$ cat src/sv/lrupr_pkg.sv
`default_nettype none
// ----------------------------------------------------------------------------
// LRU page replacement package
// Shared constants and the control word between the sequencer and the
// frame memory.
// ----------------------------------------------------------------------------
package lrupr_pkg;

    localparam int PAGE_W  = 16;
    localparam int SLOT_W  = 3;
    localparam int FAULT_W = 32;
    localparam int CFG_W   = 4;

    localparam logic [CFG_W-1:0] CFG_RESET = 4'd8;

    typedef struct packed {
        logic rd_en;
        logic page_we;
        logic rank_we;
    } t_mem_ctl;

endpackage
`default_nettype wire

$ cat src/sv/lrupr_frame_mem.sv
`default_nettype none
// ----------------------------------------------------------------------------
// LRU frame memory
// Page store and recency rank store, one write port and one read port each,
// with registered read data.
// ----------------------------------------------------------------------------
module lrupr_frame_mem #(
    parameter int MAX_FRAMES = 8,
    parameter int PAGE_BITS  = 16,
    parameter int IDX_W      = 3
) (
    input  wire                    i_clk,
    input  lrupr_pkg::t_mem_ctl    i_ctl,
    input  wire [IDX_W-1:0]        i_rd_addr,
    input  wire [IDX_W-1:0]        i_wr_addr,
    input  wire [PAGE_BITS-1:0]    i_wr_page,
    input  wire [IDX_W-1:0]        i_wr_rank,
    output logic [PAGE_BITS-1:0]   o_rd_page,
    output logic [IDX_W-1:0]       o_rd_rank
);
    import lrupr_pkg::*;

    logic [PAGE_BITS-1:0] r_page_mem [MAX_FRAMES];
    logic [IDX_W-1:0]     r_rank_mem [MAX_FRAMES];

    always_ff @(posedge i_clk) begin
        if (i_ctl.page_we) begin
            r_page_mem[i_wr_addr] <= i_wr_page;
        end
        if (i_ctl.rank_we) begin
            r_rank_mem[i_wr_addr] <= i_wr_rank;
        end
    end

    always_ff @(posedge i_clk) begin
        if (i_ctl.rd_en) begin
            o_rd_page <= r_page_mem[i_rd_addr];
            o_rd_rank <= r_rank_mem[i_rd_addr];
        end
    end

endmodule
`default_nettype wire

$ cat src/sv/lrupr_seq.sv
`default_nettype none
// ----------------------------------------------------------------------------
// LRU sequencer
// Scans the active frames one per cycle, picks the frame for the page, and
// sweeps the rank store to keep the recency order.
// ----------------------------------------------------------------------------
module lrupr_seq #(
    parameter int MAX_FRAMES = 8,
    parameter int PAGE_BITS  = 16,
    parameter int IDX_W      = 3,
    parameter int CNT_W      = 4
) (
    input  wire                            i_clk,
    input  wire                            i_rst_n,
    input  wire                            i_start,
    input  wire [PAGE_BITS-1:0]            i_page,
    input  wire                            i_final,
    input  wire [CNT_W-1:0]                i_frames,
    input  wire [PAGE_BITS-1:0]            i_rd_page,
    input  wire [IDX_W-1:0]                i_rd_rank,
    output lrupr_pkg::t_mem_ctl            o_ctl,
    output logic [IDX_W-1:0]               o_rd_addr,
    output logic [IDX_W-1:0]               o_wr_addr,
    output logic [PAGE_BITS-1:0]           o_wr_page,
    output logic [IDX_W-1:0]               o_wr_rank,
    output logic                           o_busy,
    output logic                           o_strobe,
    output logic                           o_hit,
    output logic [IDX_W-1:0]               o_slot,
    output logic [lrupr_pkg::FAULT_W-1:0]  o_fault,
    output logic                           o_final
);
    import lrupr_pkg::*;

    typedef enum logic [3:0] {
        S_IDLE = 4'b0001,
        S_SCAN = 4'b0010,
        S_PLAN = 4'b0100,
        S_UPD  = 4'b1000
    } t_state;

    localparam logic [IDX_W-1:0] LAST_IDX = IDX_W'(MAX_FRAMES - 1);

    t_state                 r_state, n_state;
    logic [IDX_W-1:0]       r_idx, n_idx;
    logic [PAGE_BITS-1:0]   r_page, n_page;
    logic                   r_final, n_final;
    logic                   r_hit_fnd, n_hit_fnd;
    logic [IDX_W-1:0]       r_hit_idx, n_hit_idx;
    logic [IDX_W-1:0]       r_hit_rank, n_hit_rank;
    logic                   r_emp_fnd, n_emp_fnd;
    logic [IDX_W-1:0]       r_emp_idx, n_emp_idx;
    logic [IDX_W-1:0]       r_min_idx, n_min_idx;
    logic [IDX_W-1:0]       r_min_rank, n_min_rank;
    logic [IDX_W-1:0]       r_slot, n_slot;
    logic [IDX_W-1:0]       r_old_rank, n_old_rank;
    logic                   r_res_hit, n_res_hit;
    logic [MAX_FRAMES-1:0]  r_valid, n_valid;
    logic [CNT_W-1:0]       r_vcnt, n_vcnt;
    logic [FAULT_W-1:0]     r_fault, n_fault;
    logic                   r_strobe, n_strobe;

    logic [IDX_W-1:0]       idx_inc;
    logic                   cur_valid;
    logic [IDX_W-1:0]       top_rank;

    assign idx_inc   = (r_idx == LAST_IDX) ? '0 : r_idx + 1'b1;
    assign cur_valid = r_valid[r_idx];
    assign top_rank  = IDX_W'(r_vcnt - 1'b1);

    always_comb begin
        n_state    = r_state;
        n_idx      = r_idx;
        n_page     = r_page;
        n_final    = r_final;
        n_hit_fnd  = r_hit_fnd;
        n_hit_idx  = r_hit_idx;
        n_hit_rank = r_hit_rank;
        n_emp_fnd  = r_emp_fnd;
        n_emp_idx  = r_emp_idx;
        n_min_idx  = r_min_idx;
        n_min_rank = r_min_rank;
        n_slot     = r_slot;
        n_old_rank = r_old_rank;
        n_res_hit  = r_res_hit;
        n_valid    = r_valid;
        n_vcnt     = r_vcnt;
        n_fault    = r_fault;
        n_strobe   = 1'b0;
        o_ctl      = '0;
        o_rd_addr  = idx_inc;
        o_wr_addr  = r_slot;
        o_wr_page  = r_page;
        o_wr_rank  = top_rank;

        unique case (r_state)
            S_IDLE: begin
                if (i_start) begin
                    n_state     = S_SCAN;
                    n_idx       = '0;
                    n_page      = i_page;
                    n_final     = i_final;
                    n_hit_fnd   = 1'b0;
                    n_emp_fnd   = 1'b0;
                    o_ctl.rd_en = 1'b1;
                    o_rd_addr   = '0;
                end
            end
            S_SCAN: begin
                if (cur_valid && (i_rd_page == r_page) && !r_hit_fnd) begin
                    n_hit_fnd  = 1'b1;
                    n_hit_idx  = r_idx;
                    n_hit_rank = i_rd_rank;
                end
                if (!cur_valid && !r_emp_fnd) begin
                    n_emp_fnd = 1'b1;
                    n_emp_idx = r_idx;
                end
                if ((r_idx == '0) || (i_rd_rank < r_min_rank)) begin
                    n_min_idx  = r_idx;
                    n_min_rank = i_rd_rank;
                end
                if (CNT_W'(r_idx) == i_frames - 1'b1) begin
                    n_state = S_PLAN;
                end else begin
                    n_idx       = idx_inc;
                    o_ctl.rd_en = 1'b1;
                    o_rd_addr   = idx_inc;
                end
            end
            S_PLAN: begin
                if (r_hit_fnd) begin
                    n_res_hit     = 1'b1;
                    n_slot        = r_hit_idx;
                    n_old_rank    = r_hit_rank;
                    o_wr_addr     = r_hit_idx;
                    o_wr_rank     = top_rank;
                    o_ctl.rank_we = 1'b1;
                    n_state       = S_UPD;
                    n_idx         = '0;
                    o_ctl.rd_en   = 1'b1;
                    o_rd_addr     = '0;
                end else begin
                    n_res_hit = 1'b0;
                    if (r_fault != '1) begin
                        n_fault = r_fault + 1'b1;
                    end
                    o_ctl.page_we = 1'b1;
                    o_ctl.rank_we = 1'b1;
                    if (r_emp_fnd) begin
                        n_slot             = r_emp_idx;
                        o_wr_addr          = r_emp_idx;
                        o_wr_rank          = IDX_W'(r_vcnt);
                        n_valid[r_emp_idx] = 1'b1;
                        n_vcnt             = r_vcnt + 1'b1;
                        n_strobe           = 1'b1;
                        n_state            = S_IDLE;
                    end else begin
                        n_slot      = r_min_idx;
                        n_old_rank  = r_min_rank;
                        o_wr_addr   = r_min_idx;
                        o_wr_rank   = top_rank;
                        n_state     = S_UPD;
                        n_idx       = '0;
                        o_ctl.rd_en = 1'b1;
                        o_rd_addr   = '0;
                    end
                end
            end
            S_UPD: begin
                o_wr_addr = r_idx;
                o_wr_rank = i_rd_rank - 1'b1;
                if ((r_idx != r_slot) && cur_valid && (i_rd_rank > r_old_rank)) begin
                    o_ctl.rank_we = 1'b1;
                end
                if (r_idx == LAST_IDX) begin
                    n_strobe = 1'b1;
                    n_state  = S_IDLE;
                end else begin
                    n_idx       = idx_inc;
                    o_ctl.rd_en = 1'b1;
                    o_rd_addr   = idx_inc;
                end
            end
            default: begin
                n_state = S_IDLE;
            end
        endcase
    end

    always_ff @(posedge i_clk) begin
        if (!i_rst_n) begin
            r_state  <= S_IDLE;
            r_valid  <= '0;
            r_vcnt   <= '0;
            r_fault  <= '0;
            r_strobe <= 1'b0;
        end else begin
            r_state  <= n_state;
            r_valid  <= n_valid;
            r_vcnt   <= n_vcnt;
            r_fault  <= n_fault;
            r_strobe <= n_strobe;
        end
    end

    always_ff @(posedge i_clk) begin
        r_idx      <= n_idx;
        r_page     <= n_page;
        r_final    <= n_final;
        r_hit_fnd  <= n_hit_fnd;
        r_hit_idx  <= n_hit_idx;
        r_hit_rank <= n_hit_rank;
        r_emp_fnd  <= n_emp_fnd;
        r_emp_idx  <= n_emp_idx;
        r_min_idx  <= n_min_idx;
        r_min_rank <= n_min_rank;
        r_slot     <= n_slot;
        r_old_rank <= n_old_rank;
        r_res_hit  <= n_res_hit;
    end

    assign o_busy   = (r_state != S_IDLE);
    assign o_strobe = r_strobe;
    assign o_hit    = r_res_hit;
    assign o_slot   = r_slot;
    assign o_fault  = r_fault;
    assign o_final  = r_final;

endmodule
`default_nettype wire

$ cat src/sv/lru_page_replacement_unit.sv
`default_nettype none
// ----------------------------------------------------------------------------
// LRU page replacement unit
// A reference is taken when start is high and busy is low. Its result word
// appears for exactly one cycle with o_strobe high and cannot be held off by
// the receiver. Busy stays high while the active frames are scanned one per
// cycle through the frame memory read port; a fault that fills an empty
// frame ends there, while a hit or a replacement is followed by one sweep
// over the rank store, one frame per cycle, covering all MAX_FRAMES frames.
// The result word shows in the first cycle that busy is low again, so the
// next reference can be taken in that same cycle.
// ----------------------------------------------------------------------------
module lru_page_replacement_unit #(
    parameter int MAX_FRAMES = 8,
    parameter int PAGE_BITS  = 16
) (
    input  wire                            i_clk,
    input  wire                            i_rst_n,
    input  wire                            start,
    output logic                           busy,
    input  wire [lrupr_pkg::PAGE_W-1:0]    i_page,
    input  wire                            i_final_reference,
    input  wire                            i_cfg_we,
    input  wire [lrupr_pkg::CFG_W-1:0]     i_cfg_wdata,
    output logic                           o_strobe,
    output logic                           o_hit,
    output logic [lrupr_pkg::SLOT_W-1:0]   o_frame_slot,
    output logic [lrupr_pkg::FAULT_W-1:0]  o_fault_total,
    output logic                           o_final_result
);
    import lrupr_pkg::*;

    localparam int IDX_W = (MAX_FRAMES > 1) ? $clog2(MAX_FRAMES) : 1;
    localparam int CNT_W = $clog2(MAX_FRAMES + 1);

    logic [CFG_W-1:0]     r_frames_in_use;
    logic [CNT_W-1:0]     active_frames;
    logic [47:0]          page_ext;
    logic [PAGE_BITS-1:0] page_masked;
    logic [IDX_W-1:0]     slot;
    logic [31:0]          slot_ext;

    t_mem_ctl             mem_ctl;
    logic [IDX_W-1:0]     rd_addr;
    logic [IDX_W-1:0]     wr_addr;
    logic [PAGE_BITS-1:0] wr_page;
    logic [IDX_W-1:0]     wr_rank;
    logic [PAGE_BITS-1:0] rd_page;
    logic [IDX_W-1:0]     rd_rank;

    always_ff @(posedge i_clk) begin
        if (!i_rst_n) begin
            r_frames_in_use <= CFG_RESET;
        end else if (i_cfg_we) begin
            r_frames_in_use <= i_cfg_wdata;
        end
    end

    always_comb begin
        if (r_frames_in_use == '0) begin
            active_frames = CNT_W'(1);
        end else if (int'(r_frames_in_use) > MAX_FRAMES) begin
            active_frames = CNT_W'(MAX_FRAMES);
        end else begin
            active_frames = CNT_W'(r_frames_in_use);
        end
    end

    assign page_ext     = 48'(i_page);
    assign page_masked  = page_ext[PAGE_BITS-1:0];
    assign slot_ext     = 32'(slot);
    assign o_frame_slot = slot_ext[SLOT_W-1:0];

    lrupr_seq #(
        .MAX_FRAMES (MAX_FRAMES),
        .PAGE_BITS  (PAGE_BITS),
        .IDX_W      (IDX_W),
        .CNT_W      (CNT_W)
    ) u_seq (
        .i_clk     (i_clk),
        .i_rst_n   (i_rst_n),
        .i_start   (start),
        .i_page    (page_masked),
        .i_final   (i_final_reference),
        .i_frames  (active_frames),
        .i_rd_page (rd_page),
        .i_rd_rank (rd_rank),
        .o_ctl     (mem_ctl),
        .o_rd_addr (rd_addr),
        .o_wr_addr (wr_addr),
        .o_wr_page (wr_page),
        .o_wr_rank (wr_rank),
        .o_busy    (busy),
        .o_strobe  (o_strobe),
        .o_hit     (o_hit),
        .o_slot    (slot),
        .o_fault   (o_fault_total),
        .o_final   (o_final_result)
    );

    lrupr_frame_mem #(
        .MAX_FRAMES (MAX_FRAMES),
        .PAGE_BITS  (PAGE_BITS),
        .IDX_W      (IDX_W)
    ) u_mem (
        .i_clk     (i_clk),
        .i_ctl     (mem_ctl),
        .i_rd_addr (rd_addr),
        .i_wr_addr (wr_addr),
        .i_wr_page (wr_page),
        .i_wr_rank (wr_rank),
        .o_rd_page (rd_page),
        .o_rd_rank (rd_rank)
    );

endmodule
`default_nettype wire

$ cat config.mk
export PLATFORM = sky130hd
export DESIGN_NAME = lru_page_replacement_unit
export DESIGN_NICKNAME = d
export VERILOG_FILES = /design/src/sv/lrupr_pkg.sv /design/src/sv/lrupr_frame_mem.sv /design/src/sv/lrupr_seq.sv /design/src/sv/lru_page_replacement_unit.sv
export SDC_FILE = /design/constraint.sdc
export NUM_CORES = 1
export LEC_CHECK = 0
export ABC_AREA = 1
export BUFFER_PORTS_ARGS = -buffer_cell sky130_fd_sc_hd__buf_2
export CAP_MARGIN = 40
export CORE_MARGIN = 1
export CORE_UTILIZATION = 40
export DETAILED_ROUTE_END_ITERATION = 12
export GPL_TIMING_DRIVEN = 0
export PLACE_DENSITY = 0.62
export SLEW_MARGIN = 25
export SYNTH_ARGS = -nofsm -noshare
export SYNTH_HDL_FRONTEND = slang
export SYNTH_SLANG_ARGS = --single-unit
$ cat constraint.sdc
create_clock -name i_clk -period 3.36 [get_ports i_clk]
set_clock_uncertainty 0.1 [all_clocks]
set_input_delay 0.168 -clock i_clk [delete_from_list [all_inputs] [get_ports i_clk]]
set_output_delay 0.168 -clock i_clk [all_outputs]
set_load 0.03 [all_outputs]
After elaboration in Yosys (flattened, before gate mapping)
Memory sizes are Yosys's and may differ from the RTL's. A register that Yosys moved wholly into a read port is not among the register bits.
Index checks and enable logic that the tools add are counted.
{"block": "classes", "eq_ne": 19, "bitwise": 2, "n_mux": 55, "n_addsub": 6, "reduce_logical": 25, "order_cmp": 6}
{"operator": "$mux W3", "n": 15}
{"operator": "$add A32 B1 Y32 const B", "n": 1}
{"operator": "$ne A32 B32 Y1 const B", "n": 1}
{"operator": "$mux W4", "n": 7}
{"operator": "$mux W1", "n": 21}
{"operator": "$pmux W3 S2", "n": 3}
{"operator": "$eq A16 B16 Y1", "n": 1}
{"operator": "$pmux W4 S4", "n": 1}
{"operator": "$reduce_and A3 Y1", "n": 5}
{"operator": "$pmux W3 S4", "n": 1}
{"operator": "$ne A2 B1 Y1 const B", "n": 5}
{"operator": "$reduce_and A2 Y1", "n": 5}
{"operator": "$lt A3 B4 Y1 const B", "n": 2}
{"operator": "$or A8 B8 Y8", "n": 1}
{"operator": "$pmux W1 S2", "n": 4}
{"operator": "$logic_and A1 B1 Y1", "n": 6}
{"operator": "$ne A2 B2 Y1 const B", "n": 3}
{"operator": "$sub A3 B1 Y3 const B", "n": 2}
{"operator": "$reduce_and A5 Y1", "n": 1}
{"operator": "$add A4 B1 Y4 const B", "n": 1}
{"operator": "$eq A3 B4 Y1", "n": 1}
{"operator": "$eq A4 B1 Y1 const B", "n": 1}
{"operator": "$eq A4 B2 Y1 const B", "n": 1}
{"operator": "$eq A4 B3 Y1 const B", "n": 1}
{"operator": "other kinds (21)", "n": 23}
{"block": "word_totals", "word_cells": 134, "ff_bits": 97, "output_inout_bits": 39, "ramBits": 152, "input_bits": 25, "n_memories": 2}
{"name": "u_mem.r_page_mem", "words": 8, "width": 16, "read_ports": 1, "rd_clocked_by_memory_dff": 1, "write_ports": 1, "line_no": "lrupr_frame_mem.sv:23", "source": "logic [PAGE_BITS-1:0] r_page_mem [MAX_FRAMES];"}
{"name": "u_mem.r_rank_mem", "words": 8, "width": 3, "read_ports": 1, "rd_clocked_by_memory_dff": 1, "write_ports": 1, "line_no": "lrupr_frame_mem.sv:24", "source": "logic [IDX_W-1:0] r_rank_mem [MAX_FRAMES];"}

Depth between registers and ports, before layout
{"block": "depth", "depth_word": 8, "ltp_mapped": 13, "depth_no_buf": 13}

By module
From an unflattened synthesis, not the netlist that was laid out.
{"block": "hier_totals", "hier_cells": 1428, "hier_area_um2": 12597.1}
{"mod": "lrupr_frame_mem", "seq_area_each_um2": 5134.9, "n_inst": 1, "cells_each": 706, "area_each_um2": 7323.3}
{"mod": "lrupr_seq", "seq_area_each_um2": 2282.2, "n_inst": 1, "cells_each": 687, "area_each_um2": 5061.1}
{"mod": "lru_page_replacement_unit", "seq_area_each_um2": 80.1, "n_inst": 1, "cells_each": 35, "area_each_um2": 212.7}

Least setup slack after synthesis
OpenSTA, ideal clock, no wires.
{"block": "synth_path", "kind": "register to register", "startpoint": "register u_seq.r_state[0]", "endpoint": "memory u_mem.r_page_mem[2][0], enable pin", "arrival_ps": 1988, "required_ps": 2872, "stages_incl_launch_ff": 10, "path_buffers": 0, "period_less_slack_ps": 2476, "setup_slack_ps": 884, "cell_sequence": "dfxtp_1 nor2_4 nand3_4 nand2_1 o21ai_1 nor2_2 inv_1 nor2_1 nand2_1 nor2_1"}
{"block": "synth_via", "elab_chain_cells": 4}
{"item": "start, declared", "line_no": "lrupr_seq.sv:44", "source": "t_state r_state, n_state;"}
{"item": "start signal, assigned", "line_no": "lrupr_seq.sv:199", "source": "r_state <= n_state;"}
{"item": "$eq A4 B3 Y1", "line_no": "lrupr_seq.sv:96", "source": "unique case (r_state)"}
{"item": "$mux W1", "line_no": "lrupr_seq.sv:96"}
{"item": "$mux W1", "line_no": "lrupr_frame_mem.sv:27", "source": "if (i_ctl.page_we) begin"}
{"item": "$mux W1 (not written as such)", "line_no": "lrupr_frame_mem.sv:28", "source": "r_page_mem[i_wr_addr] <= i_wr_page;"}
{"item": "end, declared", "line_no": "lrupr_frame_mem.sv:23"}
Several ways; a longest one is shown, not always the timed one.

Worst setup path in the final report
{"block": "layout_path", "startpoint": "register u_seq.r_idx[0]", "endpoint": "register u_mem.o_rd_page[0] (read register of u_mem.r_page_mem) (data pin)"}
{"block": "layout_via", "elab_chain_cells": 5}
{"item": "start, declared", "line_no": "lrupr_seq.sv:45", "source": "logic [IDX_W-1:0] r_idx, n_idx;"}
{"item": "start signal, assigned", "line_no": "lrupr_seq.sv:208", "source": "r_idx <= n_idx;"}
{"item": "$add A3 B1 Y3 / $eq A3 B3 Y1 (equally long branches)", "line_no": "lrupr_seq.sv:67, lrupr_seq.sv:176"}
{"item": "$mux W3", "line_no": "lrupr_seq.sv:67", "source": "assign idx_inc = (r_idx == LAST_IDX) ? '0 : r_idx + 1'b1;"}
{"item": "$mux W3", "line_no": "lrupr_seq.sv:150", "source": "if (r_emp_fnd) begin"}
{"item": "$mux W3", "line_no": "lrupr_seq.sv:132", "source": "if (r_hit_fnd) begin"}
{"item": "$pmux W3 S2", "line_no": "lrupr_seq.sv:96"}
{"item": "end, declared", "line_no": "lrupr_frame_mem.sv:18", "source": "output logic [PAGE_BITS-1:0] o_rd_page,"}
Several ways; a longest one is shown, not always the timed one.
A chain may end at the register's enable or synchronous reset.

==> impl_results.md <==
* Status: completed
* Total Power at 8.70 mW
* Yosys warns at 0
* Vias in the first global route at 9702
* Netlist cell types at 32
* CP max FO at 10
* Synth Instances at approximately 1500
* WS Path Type: flip-flop to flip-flop
* Die X at 181 microns
* Syn Nets at 1496
* Mean post-synth cell area at around 9 sq um
* Number of flops mapped to enable cells by yosys at 215
* Antenna viol nets, final at 0
* RSZ-0062 raised after global routing: false
* Area leader, netlist: edfxtp_1
* Root Driver: clkbuf_16
* Core Region at approximately 32000 sq um
* 1st-iter DRT viols at 766
* Layout Utilization at 0.479
* Hold_buf cts at 31
* Layout fillers at 2979
* Fmax at approximately 350 MHz
* PwrDens at roughly 570 nW/um^2
* Hold depth at 2
* Setup Buffers After CTS at 0
* Hold Path Class: input port to flip-flop
* Largest net degree at the start of global routing at 20
* Layout cells sized above 1 at 0.111
* Post-synth ARST share at 0
* DRT Pass-1 Iters at 6
* Post-synthesis sequential area ratio at 0.582
* Final Cycle Share at 0.851
* CTS sink count at 267
* Initial antenna violation count at 0
* Non-filler cells, final at just over 2000
* CTS tree: done
* Placed Cells at 1931
* Commonest cells in the netlist: 422 x nand2_1, 249 x inv_1, 215 x edfxtp_1
* Most common cell in the netlist: nand2_1
* Area Growth Syn to Fin at 17.7%
* Die height at 181 microns
* Routed vias/inst at 4.99
* P_leak at 6.55 nW
* Die ar. at 32900 sq um
* Reg area at 7500 sq um
* Gr usage total at 0.198
* CTS resizes at 0
* Setup violations, final at 0
* PortBufs at 63
* Top cells by area, synth: edfxtp_1 50%, nand2_1 12%, dfxtp_1 8.1%
* Tmin final at between 2 and 3 ns
* Top cell type's share of synthesized area at 0.501
* Vias post-DR at around 10000
* H-Tree Depth at 1
* GRT overflow at 0
* Critical Path Start Type: flip-flop
* Final hold viol count at 0
* Clock Tree Buf Depth at 3
* Worst vdd ir at 412 uV
* Worst EP arrival at 3.06 ns
* Top FF cell, synth: edfxtp_1
* Antenna cell count at 0
* Starting Density at 0.407
* Post-synthesis register bit count at 267
* Worst-skew pair later-pin latency at 0.57 ns
* Post-DR wirelength/cell at 16.3 microns
* R2R cell count at 10
* Post-Route WL at 32.9 mm
* Critical Path End Type: flip-flop
* Area of the multi-input gates at 4170 sq um
* Slew Limit Headroom at 0.452
* CP required at 3.56 ns
* CTS clock-pin slew for the worst setup and hold paths at 0.06 ns
* Layout Nets at about 1600
* Worst Tran Pin Value at 0.819 ns
* Post-Synthesis Cell Area at 12900 sq um
* I/O pins at 64
* Residual DRC count at 0
* Max Cap Viol at 0
* Num CTS Buffers at 30
* Num rows at 65
* RePlAce Congestion at between 0.9 and 1
* First-pass GRT wire length at 51.0 mm
* HPWL Detailed at ~23 mm
* Max-slew violations at 0
## stage by stage
| stage | area [sq um] | setup WS, ns | hold WS (ns) | TNS [ns] |
|---|---|---|---|---|
| floorplan | 12900 | 0.884 | 0.167 | 0 |
| global placement | 13700 | -0.0320 | 0.245 | -0.669 |
| detailed placement | 13800 | 0.532 | 0.246 | 0 |
| CTS | 15100 | 0.545 | 0.181 | 0 |
| global route | 15200 | 0.306 | 0.190 | 0 |
| finish | 15200 | 0.500 | 0.202 | 0 |
## logic make-up after synthesis
kind of cell / synth area share
AO/OA/AOI/OAI: 0.0295
XOR/XNOR: 0.0143
adder cells (fa/ha/maj): 0.0126
buffers and inverters: 0.0958
flip-flops: 0.582
AND/OR/NAND/NOR: 0.266
## metal layers
| metal | wire length (microns) | global-route usage | vias to the layer above |
|---|---|---|---|
| li1 | - | - | 5006 |
| met1 | 14600 | 0.257 | 4710 |
| met2 | 15700 | 0.342 | 295 |
| met3 | 1870 | 0.0335 | 58 |
| met4 | 721 | 0.0515 | 0 |
| met5 | 0 | 0 | - |
## flip-flops by register name, summed over array words and instances, names as in the netlist, 4 cells and up
signal / flops
u_mem.r_page_mem: 128
u_seq.o_fault: 32
u_mem.r_rank_mem: 24
u_mem.o_rd_page: 16
u_seq.o_wr_page: 16
u_seq.r_valid: 8
r_frames_in_use: 4
u_seq.r_state: 4
## worst max-delay path, cell delays in order (launching register included)
cell and delay [ns]:
edfxtp_1 0.45, ha_1 0.25, ha_1 0.25, nor2_4 0.22, buf_2 0.31, buf_1 0.50, nand4_1 0.16, nand3_1 0.12
nand2_1 0.10, nand2_1 0.07, nand2_1 0.06
## final cells by class
type / count / area share
clock inverter: 19 / 0.0154
tap: 402 / 0.0332
buffer: 55 / 0.0178
multi-input combinational: 880 / 0.275
sequential: 267 / 0.494
inverter: 256 / 0.0635
clock buffer: 36 / 0.0524
timing repair buffer: 104 / 0.0483
## cell usage in the layout, fill, tap and decap left out, types with 4 or more instances in the layout
cell type and n:
buf_4 11, inv_1 249, clkbuf_16 31, o21ai_0 20, clkinv_1 5, dlygate4sd3_1 31
a21oi_1 43, xnor2_1 9, nand2_1 422, dfxtp_1 52, buf_2 82, nor2_2 11
inv_2 6, buf_6 7, clkinv_2 5, nor3_1 8, nand4_1 85, buf_1 8
ha_1 13, edfxtp_1 215, o21ai_1 4, clkbuf_1 23, nor2_4 5, xor2_1 12
nand3_1 107, bufinv_16 5, nor2_1 112, nand3b_1 12, nand2_2 5
## power by group
part           switching, mW  total, mW  leakage, nW  internal [mW]
Sequential             0.131       3.90         2.45           3.77
Combinational          0.937       1.39         3.60          0.451
Clock                   1.35       3.41        0.498           2.07
## worst paths after layout
path / startpoint / endpoint / slack (ns)
max: u_seq.r_idx[0] / u_mem.o_rd_page[0] / 0.50
min: i_page[14] / u_seq.o_wr_page[14] / 0.20
max reg2reg: u_seq.r_idx[0] / u_mem.o_rd_page[0] / 0.50
min reg2reg: u_seq.r_valid[0] / u_seq.r_valid[0] / 0.37
Power figures use the tool's default switching activity.
